$ cat src/rtl/mcad_pkg.sv
// ----------------------------------------------------------------------------
// mcad_pkg
// Constants shared by the deinterleaver core and its checker.
// ----------------------------------------------------------------------------
package mcad_pkg;

    localparam int NUM_LINES      = 4;
    localparam int PIN_W          = 8;
    localparam int CHAN_W         = 3;
    localparam int OUT_SAMPLE_W   = 24;
    localparam int SKIP_W         = 8;
    localparam int M_TDATA_W      = 32;
    localparam int LINE_IDX_W     = 2;
    localparam int PEND_W         = 3;

    localparam logic [SKIP_W-1:0]     MAX_SKIP_RESET = 8'd32;
    localparam logic [LINE_IDX_W-1:0] LAST_LINE      = 2'd3;
    localparam logic [PEND_W-1:0]     PEND_FRAME     = 3'd4;
    localparam logic [PEND_W-1:0]     PEND_ONE       = 3'd1;
    localparam logic [PEND_W-1:0]     PEND_NONE      = 3'd0;

    typedef logic [OUT_SAMPLE_W-1:0] sample_t;

endpackage

$ cat src/rtl/multichannel_adc_serial_deinterleaver_core.sv
// ----------------------------------------------------------------------------
// multichannel_adc_serial_deinterleaver_core
// Splits four left-justified serial ADC data lines into eight channel samples.
// ----------------------------------------------------------------------------
// One sampled pin byte is taken per clock while s_tready is high (bit 0 the
// left/right clock, bits 1 to 4 the data lines). A frame collects SAMPLE_BITS
// bits per line, LSB first, into four shift registers. The byte that ends a
// frame loads all four samples into an output bank at once, and they leave
// it one per cycle while m_tready is high, from the next cycle on; the fourth
// is marked with tlast. The only stall comes from the output bank: a byte
// that could finish a frame or raise a sync error waits while an earlier
// result is pending, unless it is the only one and is taken in that cycle.
// Other bytes are taken even while a burst drains. Too many same-level
// bytes after a frame give one result with tuser set and resynchronise.
// ----------------------------------------------------------------------------
module multichannel_adc_serial_deinterleaver_core
    import mcad_pkg::*;
#(
    parameter int SAMPLE_BITS = 24
) (
    input  logic                  aclk,
    input  logic                  aresetn,
    // Configuration: max_skip.
    input  logic                  cfg_valid,
    output logic                  cfg_ready,
    input  logic [SKIP_W-1:0]     cfg_data,
    // [7:0] pin_byte
    input  logic                  s_tvalid,
    output logic                  s_tready,
    input  logic [PIN_W-1:0]      s_tdata,
    // [2:0] channel, [26:3] sample, [31:27] zero
    output logic                  m_tvalid,
    input  logic                  m_tready,
    output logic [M_TDATA_W-1:0]  m_tdata,
    output logic                  m_tlast,
    // [0] sync_error
    output logic                  m_tuser
);

    localparam int BIT_W = $clog2(SAMPLE_BITS);
    localparam logic [BIT_W-1:0] LAST_BIT = BIT_W'(SAMPLE_BITS - 1);

    // Frame state.
    logic               collecting_reg, collecting_next;
    logic               level_reg, level_next;
    logic [BIT_W-1:0]   bit_reg, bit_next;
    logic [SKIP_W-1:0]  skip_reg, skip_next;
    logic [SKIP_W-1:0]  max_skip_reg;
    logic [SAMPLE_BITS-1:0] acc_reg  [NUM_LINES];
    logic [SAMPLE_BITS-1:0] acc_next [NUM_LINES];

    // Output bank.
    sample_t             bank_reg [NUM_LINES];
    logic                bank_level_reg;
    logic                err_reg;
    logic [LINE_IDX_W-1:0] rd_reg;
    logic [PEND_W-1:0]   pend_reg;

    logic accept, may_emit, emit_frame, emit_err, take_byte, pin_level;
    sample_t frame_samples [NUM_LINES];

    assign cfg_ready = 1'b1;
    assign pin_level = s_tdata[0];

    // A byte can only produce results at the last bit of a frame or when the
    // skip budget is spent.
    assign may_emit = (collecting_reg && (bit_reg == LAST_BIT)) ||
                      (!collecting_reg && (skip_reg >= max_skip_reg));
    assign s_tready = !may_emit || (pend_reg == PEND_NONE) ||
                      ((pend_reg == PEND_ONE) && m_tready);
    assign accept   = s_tvalid && s_tready;

    always_comb begin
        collecting_next = collecting_reg;
        level_next      = level_reg;
        bit_next        = bit_reg;
        skip_next       = skip_reg;
        emit_frame      = 1'b0;
        emit_err        = 1'b0;
        take_byte       = 1'b0;
        if (collecting_reg) begin
            take_byte = 1'b1;
        end else if (pin_level == level_reg) begin
            if (skip_reg >= max_skip_reg) begin
                emit_err        = 1'b1;
                collecting_next = 1'b1;
                level_next      = 1'b0;
                bit_next        = '0;
                skip_next       = '0;
            end else begin
                skip_next = skip_reg + 1'b1;
            end
        end else begin
            take_byte = 1'b1;
            bit_next  = '0;
        end
        if (take_byte) begin
            if (bit_next == '0) begin
                level_next = pin_level;
            end
            if (bit_next == LAST_BIT) begin
                emit_frame      = 1'b1;
                bit_next        = '0;
                collecting_next = 1'b0;
                skip_next       = '0;
            end else begin
                bit_next        = bit_next + 1'b1;
                collecting_next = 1'b1;
                skip_next       = '0;
            end
        end
    end

    // Each line shifts in from the top, so after a full frame the first bit
    // sits at bit 0 and no clearing is needed between frames.
    always_comb begin
        for (int k = 0; k < NUM_LINES; k++) begin
            acc_next[k] = {s_tdata[k+1], acc_reg[k][SAMPLE_BITS-1:1]};
        end
    end

    generate
        if (SAMPLE_BITS >= OUT_SAMPLE_W) begin : g_wide
            always_comb begin
                for (int k = 0; k < NUM_LINES; k++) begin
                    frame_samples[k] = acc_next[k][OUT_SAMPLE_W-1:0];
                end
            end
        end else begin : g_narrow
            always_comb begin
                for (int k = 0; k < NUM_LINES; k++) begin
                    frame_samples[k] = OUT_SAMPLE_W'(acc_next[k]);
                end
            end
        end
    endgenerate

    always_ff @(posedge aclk) begin
        if (!aresetn) begin
            collecting_reg <= 1'b1;
            level_reg      <= 1'b0;
            bit_reg        <= '0;
            skip_reg       <= '0;
            max_skip_reg   <= MAX_SKIP_RESET;
        end else begin
            if (cfg_valid && cfg_ready) begin
                max_skip_reg <= cfg_data;
            end
            if (accept) begin
                collecting_reg <= collecting_next;
                level_reg      <= level_next;
                bit_reg        <= bit_next;
                skip_reg       <= skip_next;
            end
        end
    end

    always_ff @(posedge aclk) begin
        if (accept && take_byte) begin
            for (int k = 0; k < NUM_LINES; k++) begin
                acc_reg[k] <= acc_next[k];
            end
        end
    end

    // Output bank control.
    always_ff @(posedge aclk) begin
        if (!aresetn) begin
            pend_reg <= PEND_NONE;
            rd_reg   <= '0;
            err_reg  <= 1'b0;
        end else if (accept && (emit_frame || emit_err)) begin
            pend_reg <= emit_frame ? PEND_FRAME : PEND_ONE;
            rd_reg   <= '0;
            err_reg  <= emit_err;
        end else if (m_tvalid && m_tready) begin
            pend_reg <= pend_reg - 1'b1;
            rd_reg   <= rd_reg + 1'b1;
        end
    end

    always_ff @(posedge aclk) begin
        if (accept && emit_frame) begin
            bank_level_reg <= level_next;
            for (int k = 0; k < NUM_LINES; k++) begin
                bank_reg[k] <= frame_samples[k];
            end
        end
    end

    assign m_tvalid = (pend_reg != PEND_NONE);
    assign m_tuser  = err_reg;
    assign m_tlast  = err_reg || (rd_reg == LAST_LINE);
    // Channel is 2*line+1 at level 0 and 2*line at level 1.
    assign m_tdata  = err_reg ? '0 :
                      M_TDATA_W'({bank_reg[rd_reg], rd_reg, ~bank_level_reg});

endmodule

$ cat config.mk
export PLATFORM = sky130hd
export DESIGN_NAME = multichannel_adc_serial_deinterleaver_core
export DESIGN_NICKNAME = d
export VERILOG_FILES = /design/src/rtl/mcad_pkg.sv /design/src/rtl/multichannel_adc_serial_deinterleaver_core.sv
export SDC_FILE = /design/constraint.sdc
export NUM_CORES = 1
export LEC_CHECK = 0
export BUFFER_PORTS_ARGS = -buffer_cell sky130_fd_sc_hd__clkbuf_2
export CAP_MARGIN = 20
export CORE_MARGIN = 3
export CORE_UTILIZATION = 30
export CTS_CLUSTER_DIAMETER = 200
export CTS_CLUSTER_SIZE = 25
export DETAILED_ROUTE_END_ITERATION = 16
export PLACE_DENSITY_LB_ADDON = 0.05
export SYNTH_ARGS = -nofsm -noshare
export SYNTH_HDL_FRONTEND = slang
export SYNTH_SLANG_ARGS = --single-unit
$ cat constraint.sdc
create_clock -name aclk -period 15.8 [get_ports aclk]
set_input_delay 1.58 -clock aclk [delete_from_list [all_inputs] [get_ports aclk]]
set_output_delay 1.58 -clock aclk [all_outputs]
set_load 0.02 [all_outputs]
==> impl_metrics.py, run 1 <==
metrics = {
    "outcome": {
        "status": "complete, no violations",
    },
    "clock_tree": {
        "cts_made_buffers": 12,
        "clock_latency_ps": 470,
        "clk_pin_slew_ps": 100,
        "cts.sinks": 220,
        "cts_tree": "done",
        "cts_root_buf": "clkbuf_16",
        "post_cts_buffers": 0,
        "post_cts_resize_count": 0,
        "htreeDepth": 1,
        "cts_hold_buf": 0,
        "cts.path.max_buffers": 3,
    },
    "floorplanning": {
        "start_util_pct": 31.0,
        "pin_count": 58,
        "fp.dieH_um": 171,
        "core.rowCount": 59,
        "core_area_sq_um": 26400,
        "die_x_um": 171,
        "die_area_sq_um": 29300,
    },
    "drt": {
        "drt_first_pass_iters": 4,
        "routed_via_density": 4.45,
        "wl_per_cell_um": 17.3,
        "dr.first_iter.drc_count": 214,
        "drtAntennaViolNets": 0,
        "wirelength_mm": 14.6,
        "vias": 3764,
        "drc_errors": 0,
    },
    "finish": {
        "largest_register_ffs": 96,
        "seq_area_sq_um": 6300,
        "areaGrowthSynthToFinish_pct": 11.9,
        "nFillCells": 2542,
        "final_util_pct": 34.7,
        "final_cell_area_sq_um": 9160,
        "multi_input_area_sq_um": 1740,
        "nNetsFinal": 540,
        "drive_gt1_share_pct": 19.8,
        "n_antenna_cell": 0,
    },
    "synthesis": {
        "yosysTopAreaCellShare_pct": 69.3,
        "synthFlopType": "edfxtp_1",
        "ys_seq_elements": 220,
        "yosysTopAreaCell": "edfxtp_1",
        "syn_area_per_cell_sq_um": 18.0,
        "ys_types": 48,
        "yosysWarnings": 0,
        "synth.most_common_cell": "edfxtp_1",
        "synthArstFlopShare_pct": 0,
        "syn_area_sq_um": 8190,
        "netlist_top_cells_count": "edfxtp_1 (189), dfxtp_1 (31), nor2_1 (31)",
        "ys_seq_area_share_pct": 76.9,
        "synth_area_leaders": "edfxtp_1 (69%), dfxtp_1 (7.6%), mux4_2 (6.6%)",
        "syn_inst": 455,
        "synth_edf_count": 189,
    },
    "worst_setup_path": {
        "crit_arrival_ps": 4280,
        "path_max_fanout": 68,
        "critPathLaunchType": "flip-flop",
        "reg2reg_slack_ps": 11620,
        "endpoint_kind": "flip-flop",
        "crit_type": "reg2reg",
        "required_ps": 15890,
    },
    "sta": {
        "tightestPinTransition_ps": 905,
        "setup_viol": 0,
        "fmax_ghz": 0.239,
        "hold_viol_final": 0,
        "slew_viol_final": 0,
        "period_share_pct": 26.5,
        "min_period_ps": 4180,
        "setup_tns_ps": 0,
        "relSlewSlack_pct": 39.7,
        "clock_skew_ps": 13.1,
        "grt_setup_unrepaired": "false",
    },
    "grt": {
        "gr-total-overflow": 0,
        "grtUsageMet3_pct": 2.14,
        "grt_pass1_vias": 3970,
        "grtUsageMet1_pct": 13.8,
        "top_usage_layer": "met2",
        "grt_pass1_wl_mm": 23.0,
        "grt_use_met2_pct": 16.5,
        "gr-usage-all-layers_pct": 10.0,
        "antenna_found_initial": 0,
        "grt_max_degree": 69,
    },
    "power_and_ir_drop": {
        "powerDensity_nw_per_um2": 149,
        "switchingPower_mw": 0.336,
        "combPwrFrac_pct": 12.4,
        "clkPwrFrac_pct": 24.3,
        "netSwitchingFraction_pct": 24.7,
        "p_int_mw": 1.03,
        "seqPwrFrac_pct": 63.3,
        "finalPower_mw": 1.36,
        "vdd_drop_max_mv": 0.0890,
        "p_leak_nw": 3.16,
    },
    "placement": {
        "place_area_sq_um": 8780,
        "dp_hpwl_mm": 8.89,
        "portBuffers": 48,
        "place_congestion": 0.679,
    },
    "worst_hold_path": {
        "hold_class": "reg2reg",
    },
    "run": {
        "drv_cap": 0,
    },
}
critical path: stages (launching register included):
cell and delay (ps):
dfxtp_1 350, inv_1 50, ha_1 280, a21oi_1 150
o21ai_0 200, a21oi_1 430, a21o_1 300, and2_1 180
ha_1 220, nand3_1 110, nor2_1 120, nand2_1 140
inv_4 420, buf_4 770
layout make-up:
type,instances,area share [%]
inverters,14,0.601
clock buffers,19,3.80
repair buffers,53,3.17
multi-input cells,203,19.0
clock inverters,1,0.0820
well taps,335,4.58
flip-flops and latches,220,68.8
power groups by stage:
stage	Clock, mW	Combinational [mW]	Sequential (mW)
6_report	0.331	0.169	0.863
2_1_floorplan	0	0.129	0.848
4_1_cts	0.352	0.157	0.881
5_1_grt	0.371	0.187	0.880
3_5_place_dp	0	0.156	0.891
3_3_place_gp	0	0.154	0.892
worst paths after layout:
check | from | to | depth (start not counted)
min | acc_reg[3][1]$_DFFE_PP_ | bank_reg[3][0]$_DFFE_PP_ | 0
max reg2reg | max_skip_reg[7]$_SDFFE_PN0P_ | bank_reg[3][18]$_DFFE_PP_ | 13
max | max_skip_reg[7]$_SDFFE_PN0P_ | bank_reg[3][18]$_DFFE_PP_ | 13
min reg2reg | acc_reg[3][1]$_DFFE_PP_ | bank_reg[3][0]$_DFFE_PP_ | 0
layout by cell type (no fill, tap or decap), drive strengths merged, types with 2 or more instances in the layout:
master,instances
nand2,13
conb,6
ha,15
o2111ai,2
nor2b,28
nand2b,3
nor2,32
clkbuf,67
a211oi,3
o2bb2ai,2
inv,14
o21a,2
nor3,8
mux4,24
xor2,8
edfxtp,189
and3,4
dfxtp,31
o21ai,10
buf,5
a21oi,10
a32o,2
o22ai,3
mux2i,9
and2,2
xnor2,3
nand3,2
kinds of logic after synthesis:
family | synth area share (%)
AOI/OAI and AO/OA | 3.64
xor gates and xnor gates | 1.18
adders and majority gates | 2.29
buffers and inverters | 2.09
DFF | 76.9
muxes | 7.70
other | 0.0917
and+or+nand+nor | 6.08
metal layers:
metal / routed length (um) / vias to the layer above
met4: 249 / 0
met3: 571 / 15
met5: 0 / -
met1: 6770 / 1893
li1: - / 1802
met2: 7050 / 54
per-stage QoR:
| step | cells | hold WS [ps] | setup WS (ps) |
|---|---|---|---|
| 3_3_place_gp | 824 | 404 | 11180 |
| 3_5_place_dp | 824 | 407 | 11160 |
| 5_1_grt | 845 | 436 | 11240 |
| 2_1_floorplan | 459 | 400 | 9270 |
| 4_1_cts | 844 | 432 | 11570 |
| 6_report | 845 | 427 | 11620 |
(Power assumes the default switching activity.)
==> run 2, diff against run 1 <==
==> constraint.sdc (replaced) <==
create_clock -name aclk -period 4.3 [get_ports aclk]
set_input_delay 0.43 -clock aclk [delete_from_list [all_inputs] [get_ports aclk]]
set_output_delay 0.43 -clock aclk [all_outputs]
set_load 0.02 [all_outputs]
==> impl_metrics.py, run 2 (synthesis results as in run 1) <==
metrics = {
    "outcome": {
        "status": "complete, no violations",
    },
    "worst_setup_path": {
        "crit_type": "reg2reg",
        "slowest_stage": "buf_4",
        "crit_arrival_ps": 3880,
        "endpoint_kind": "flip-flop",
        "required_ps": 4430,
        "critPathLaunchType": "flip-flop",
        "path_cells": "ha_1 -> a21oi_1 -> o21ai_0 -> a21oi_1 -> a21o_1 -> nand2_1 -> inv_1 -> ha_1 -> nand3_1 -> nor2_1 -> nand2_1 -> clkinvlp_4 -> buf_4 -> buf_4",
        "max_stage_delay_ps": 490,
        "path_max_fanout": 46,
    },
    "sta": {
        "setup_tns_ps": 0,
        "grt_setup_unrepaired": "false",
        "clock_skew_ps": 13.7,
        "setup_slack_ps": 550,
        "hold_viol_final": 0,
        "min_period_ps": 3750,
        "slew_viol_final": 0,
        "fmax_ghz": 0.267,
        "period_share_pct": 87.2,
        "tightestPinTransition_ps": 946,
        "setup_viol": 0,
        "relSlewSlack_pct": 36.9,
    },
    "run": {
        "drv_cap": 0,
    },
    "power_and_ir_drop": {
        "p_leak_nw": 3.17,
        "powerDensity_nw_per_um2": 545,
        "vdd_drop_max_mv": 0.187,
    },
    "finish": {
        "drive_gt1_share_pct": 20.4,
        "nNetsFinal": 544,
        "n_antenna_cell": 0,
        "areaGrowthSynthToFinish_pct": 12.3,
        "nFillCells": 2538,
        "largest_register_ffs": 96,
        "layout_commonest_cell": "edfxtp_1",
        "seq_area_sq_um": 6300,
        "final_cell_mix": "edfxtp_1 (189), clkbuf_2 (48), nor2_1 (30)",
        "multi_input_area_sq_um": 1740,
    },
    "clock_tree": {
        "cts_root_buf": "clkbuf_16",
        "post_cts_resize_count": 0,
        "cts_made_buffers": 12,
        "cts_tree": "done",
        "cts.path.max_buffers": 3,
        "clk_pin_slew_ps": 100,
        "cts.sinks": 220,
        "htreeDepth": 1,
        "post_cts_buffers": 0,
        "clock_latency_ps": 470,
        "cts_hold_buf": 0,
    },
    "grt": {
        "antenna_found_initial": 0,
        "grt_pass1_vias": 4054,
        "grt_max_degree": 62,
        "grt_pass1_wl_mm": 23.8,
        "gr-usage-all-layers_pct": 10.4,
        "gr-total-overflow": 0,
    },
    "drt": {
        "vias": 3854,
        "drtAntennaViolNets": 0,
        "wl_met2_mm": 7.11,
        "dr.first_iter.drc_count": 216,
        "wirelength_mm": 15.0,
        "highest_layer": "met4",
        "wl_per_cell_um": 17.7,
        "routed_via_density": 4.54,
        "drt_first_pass_iters": 4,
        "drc_errors": 0,
        "wl_met3_um": 463,
        "m1WireLength_mm": 7.12,
    },
    "floorplanning": {
        "fp.dieH_um": 171,
        "core.rowCount": 59,
        "die_area_sq_um": 29300,
        "core_area_sq_um": 26400,
        "die_x_um": 171,
        "start_util_pct": 31.0,
        "pin_count": 58,
    },
    "worst_hold_path": {
        "hold_class": "in2reg",
    },
    "placement": {
        "portBuffers": 48,
        "dp_hpwl_mm": 9.31,
        "place_congestion": 0.718,
        "dp_slack_ps": 446,
    },
}
run 2: changes by cell type in the layout (fill, tap and decap cells not counted):
cell,change
buf_4,+4
run 2: layout make-up:
| cell class | instances | share of cell area (%) |
|---|---|---|
| inverters | 14 | 0.613 |
| clock inverters | 1 | 0.0681 |
| clock buffers | 19 | 3.79 |
| repair buffers | 57 | 3.49 |
| flip-flops and latches | 220 | 68.5 |
| multi-input cells | 203 | 18.9 |
| well taps | 335 | 4.56 |
run 2: critical path, delay by kind of cell (launching register included):
| family | cells | cell delay, ps |
|---|---|---|
| AO/OA/AOI/OAI | 4 | 850 |
| adder cells (fa/ha/maj) | 2 | 480 |
| buffers and inverters | 4 | 1150 |
| flip-flops | 1 | 420 |
| AND/OR/NAND/NOR | 4 | 510 |
run 2: power breakdown:
| part | internal [mW] | total, mW | switching [mW] |
|---|---|---|---|
| combinational | 0.261 | 0.620 | 0.359 |
| clock | 0.567 | 1.21 | 0.646 |
| sequential | 2.95 | 3.18 | 0.233 |
run 2: stage by stage:
stage	instance area [sq um]	power, mW	instances	hold WS, ps	utilization [%]
after CTS	9170	5.12	848	152	34.7
after detailed placement	8810	3.86	828	405	33.4
after floorplan	8210	3.59	459	400	-
after global routing	9190	5.31	849	155	34.8
final	9190	5.01	849	190	34.8
after global placement	8810	3.85	828	407	33.4
run 2: worst paths after layout:
| path | start | to | slack [ps] | cells past startpoint |
|---|---|---|---|---|
| worst min register to register | acc_reg[3][1]$_DFFE_PP_ | bank_reg[3][0]$_DFFE_PP_ | 430 | 0 |
| worst min-delay path | s_tdata[4] | bank_reg[3][23]$_DFFE_PP_ | 190 | 1 |
| worst max register to register | skip_reg[5]$_SDFFE_PN0P_ | bank_reg[2][4]$_DFFE_PP_ | 550 | 14 |
| worst max-delay path | skip_reg[5]$_SDFFE_PN0P_ | bank_reg[2][4]$_DFFE_PP_ | 550 | 14 |
run 2: per-layer routing:
layer | track usage [%] | vias to the layer above
li1 | - | 1809
met1 | 14.6 | 1974
met2 | 16.9 | 52
met3 | 1.86 | 19
met4 | 2.62 | 0
met5 | 0 | -
==> run 3, diff against run 2 <==
--- a/config.mk
+++ b/config.mk
@@ -8,7 +8,7 @@
 export BUFFER_PORTS_ARGS = -buffer_cell sky130_fd_sc_hd__clkbuf_2
 export CAP_MARGIN = 20
 export CORE_MARGIN = 3
-export CORE_UTILIZATION = 30
+export CORE_UTILIZATION = 25
 export CTS_CLUSTER_DIAMETER = 200
 export CTS_CLUSTER_SIZE = 25
 export DETAILED_ROUTE_END_ITERATION = 16
==> impl_metrics.py, run 3 (synthesis results as in run 1) <==
metrics = {
    "sta": {
        "relSlewSlack_pct": 41.5,
        "tightestPinTransition_ps": 877,
        "hold_viol_final": 0,
        "setup_viol": 0,
        "setup_tns_ps": 0,
        "fmax_ghz": 0.285,
        "period_share_pct": 81.5,
        "slew_viol_final": 0,
        "clock_skew_ps": 13.4,
        "fin_hold_ws_ps": 156,
        "grt_setup_unrepaired": "false",
        "min_period_ps": 3510,
    },
    "clock_tree": {
        "clk_pin_slew_ps": 100,
        "post_cts_buffers": 0,
        "cts_made_buffers": 12,
        "htreeDepth": 1,
        "clock_latency_ps": 470,
        "cts_hold_buf": 0,
        "cts.path.max_buffers": 3,
        "cts_tree": "done",
        "post_cts_resize_count": 0,
        "cts_root_buf": "clkbuf_16",
        "cts.sinks": 220,
    },
    "finish": {
        "seq_area_sq_um": 6300,
        "multi_input_area_sq_um": 1740,
        "areaGrowthSynthToFinish_pct": 13.8,
        "final_cell_mix": "edfxtp_1 (189), clkbuf_2 (48), nor2_1 (30), dfxtp_1 (30), nor2b_1 (28)",
        "drive_gt1_share_pct": 20.0,
        "n_antenna_cell": 0,
        "nNetsFinal": 542,
        "nFillCells": 3230,
        "layout_commonest_cell": "edfxtp_1",
        "largest_register_ffs": 96,
        "final_util_pct": 29.2,
    },
    "worst_hold_path": {
        "hold_class": "in2reg",
        "hold_depth": 1,
    },
    "grt": {
        "gr-total-overflow": 0,
        "gr-usage-all-layers_pct": 8.89,
        "grt_pass1_wl_mm": 24.7,
        "grt_pass1_vias": 4228,
        "grt_max_degree": 77,
        "antenna_found_initial": 0,
    },
    "worst_setup_path": {
        "required_ps": 4420,
        "path_max_fanout": 76,
        "crit_type": "reg2reg",
        "crit_arrival_ps": 3630,
        "endpoint_kind": "flip-flop",
        "worstRegToRegCells": 13,
        "critPathLaunchType": "flip-flop",
    },
    "drt": {
        "drc_errors": 0,
        "wirelength_mm": 15.6,
        "dr.first_iter.drc_count": 164,
        "vias": 3785,
        "drtAntennaViolNets": 0,
        "drt_first_pass_iters": 5,
        "routed_via_density": 4.01,
        "wl_per_cell_um": 16.6,
    },
    "power_and_ir_drop": {
        "vdd_drop_max_mv": 0.228,
        "powerDensity_nw_per_um2": 539,
        "p_leak_nw": 3.16,
        "finalPower_mw": 5.02,
    },
    "outcome": {
        "status": "complete, no violations",
    },
    "run": {
        "drv_cap": 0,
    },
    "floorplanning": {
        "die_x_um": 187,
        "die_area_sq_um": 34900,
        "core.rowCount": 65,
        "core_area_sq_um": 31900,
        "start_util_pct": 25.7,
        "pin_count": 58,
        "fp.dieH_um": 187,
    },
    "placement": {
        "portBuffers": 48,
        "dp_hpwl_mm": 9.68,
        "place_congestion": 0.686,
    },
}
## run 3: cell types whose count changed in the layout (fill, tap and decap cells not counted), sizes merged
| cell | before | now |
|---|---|---|
| clkbuf | 67 | 64 |
| buf | 9 | 7 |
| clkinvlp | 1 | 2 |
| inv | 14 | 13 |
## run 3: worst paths after layout
kind,slack (ps),start,endpoint
worst min-delay path,160,s_tdata[3],bank_reg[2][23]$_DFFE_PP_
worst max-delay path,790,max_skip_reg[2]$_SDFFE_PN0P_,bank_reg[2][17]$_DFFE_PP_
worst min register to register,430,acc_reg[3][1]$_DFFE_PP_,bank_reg[3][0]$_DFFE_PP_
worst max register to register,790,max_skip_reg[2]$_SDFFE_PN0P_,bank_reg[2][17]$_DFFE_PP_
## run 3: area by class of cell
cell class	count	area share [%]
Sequential cell	220	67.6
Timing Repair Buffer	55	3.55
Clock inverter	1	0.0806
Clock buffer	16	3.61
Multi-Input combinational cell	203	18.7
Tap cell	435	5.84
Inverter	14	0.605
## run 3: metal layers
metal / up-vias / wire length, um / global-route usage [%]
met1: 1906 / 7000 / 11.3
met4: 0 / 366 / 2.50
met5: - / 0 / 0
li1: 1800 / - / -
met2: 60 / 7740 / 15.4
met3: 19 / 541 / 1.89
## run 3: stage by stage
step                      setup WS (ps)  instances  instance area, sq um
after global placement              755        926                  8950
after floorplan                    48.9        459                  8210
final                               794        944                  9310
after CTS                           722        943                  9290
after global routing                454        944                  9310
after detailed placement            747        926                  8950
## run 3: critical path: stages, from the launching register on
cell        delay (ps)
dfxtp_1            360
inv_1               60
ha_1               290
a211oi_2           220
o21ai_2            110
a21oi_1            400
a21o_1             300
and2_1             180
ha_1               210
nand3_1            110
nor2_1             120
nand2_1            160
clkinvlp_4         210
buf_12             350
## run 3: report_power, final
part / total [mW] / internal, mW / switching (mW)
Clock: 1.22 / 0.556 / 0.661
Sequential: 3.17 / 2.94 / 0.222
Combinational: 0.635 / 0.262 / 0.373
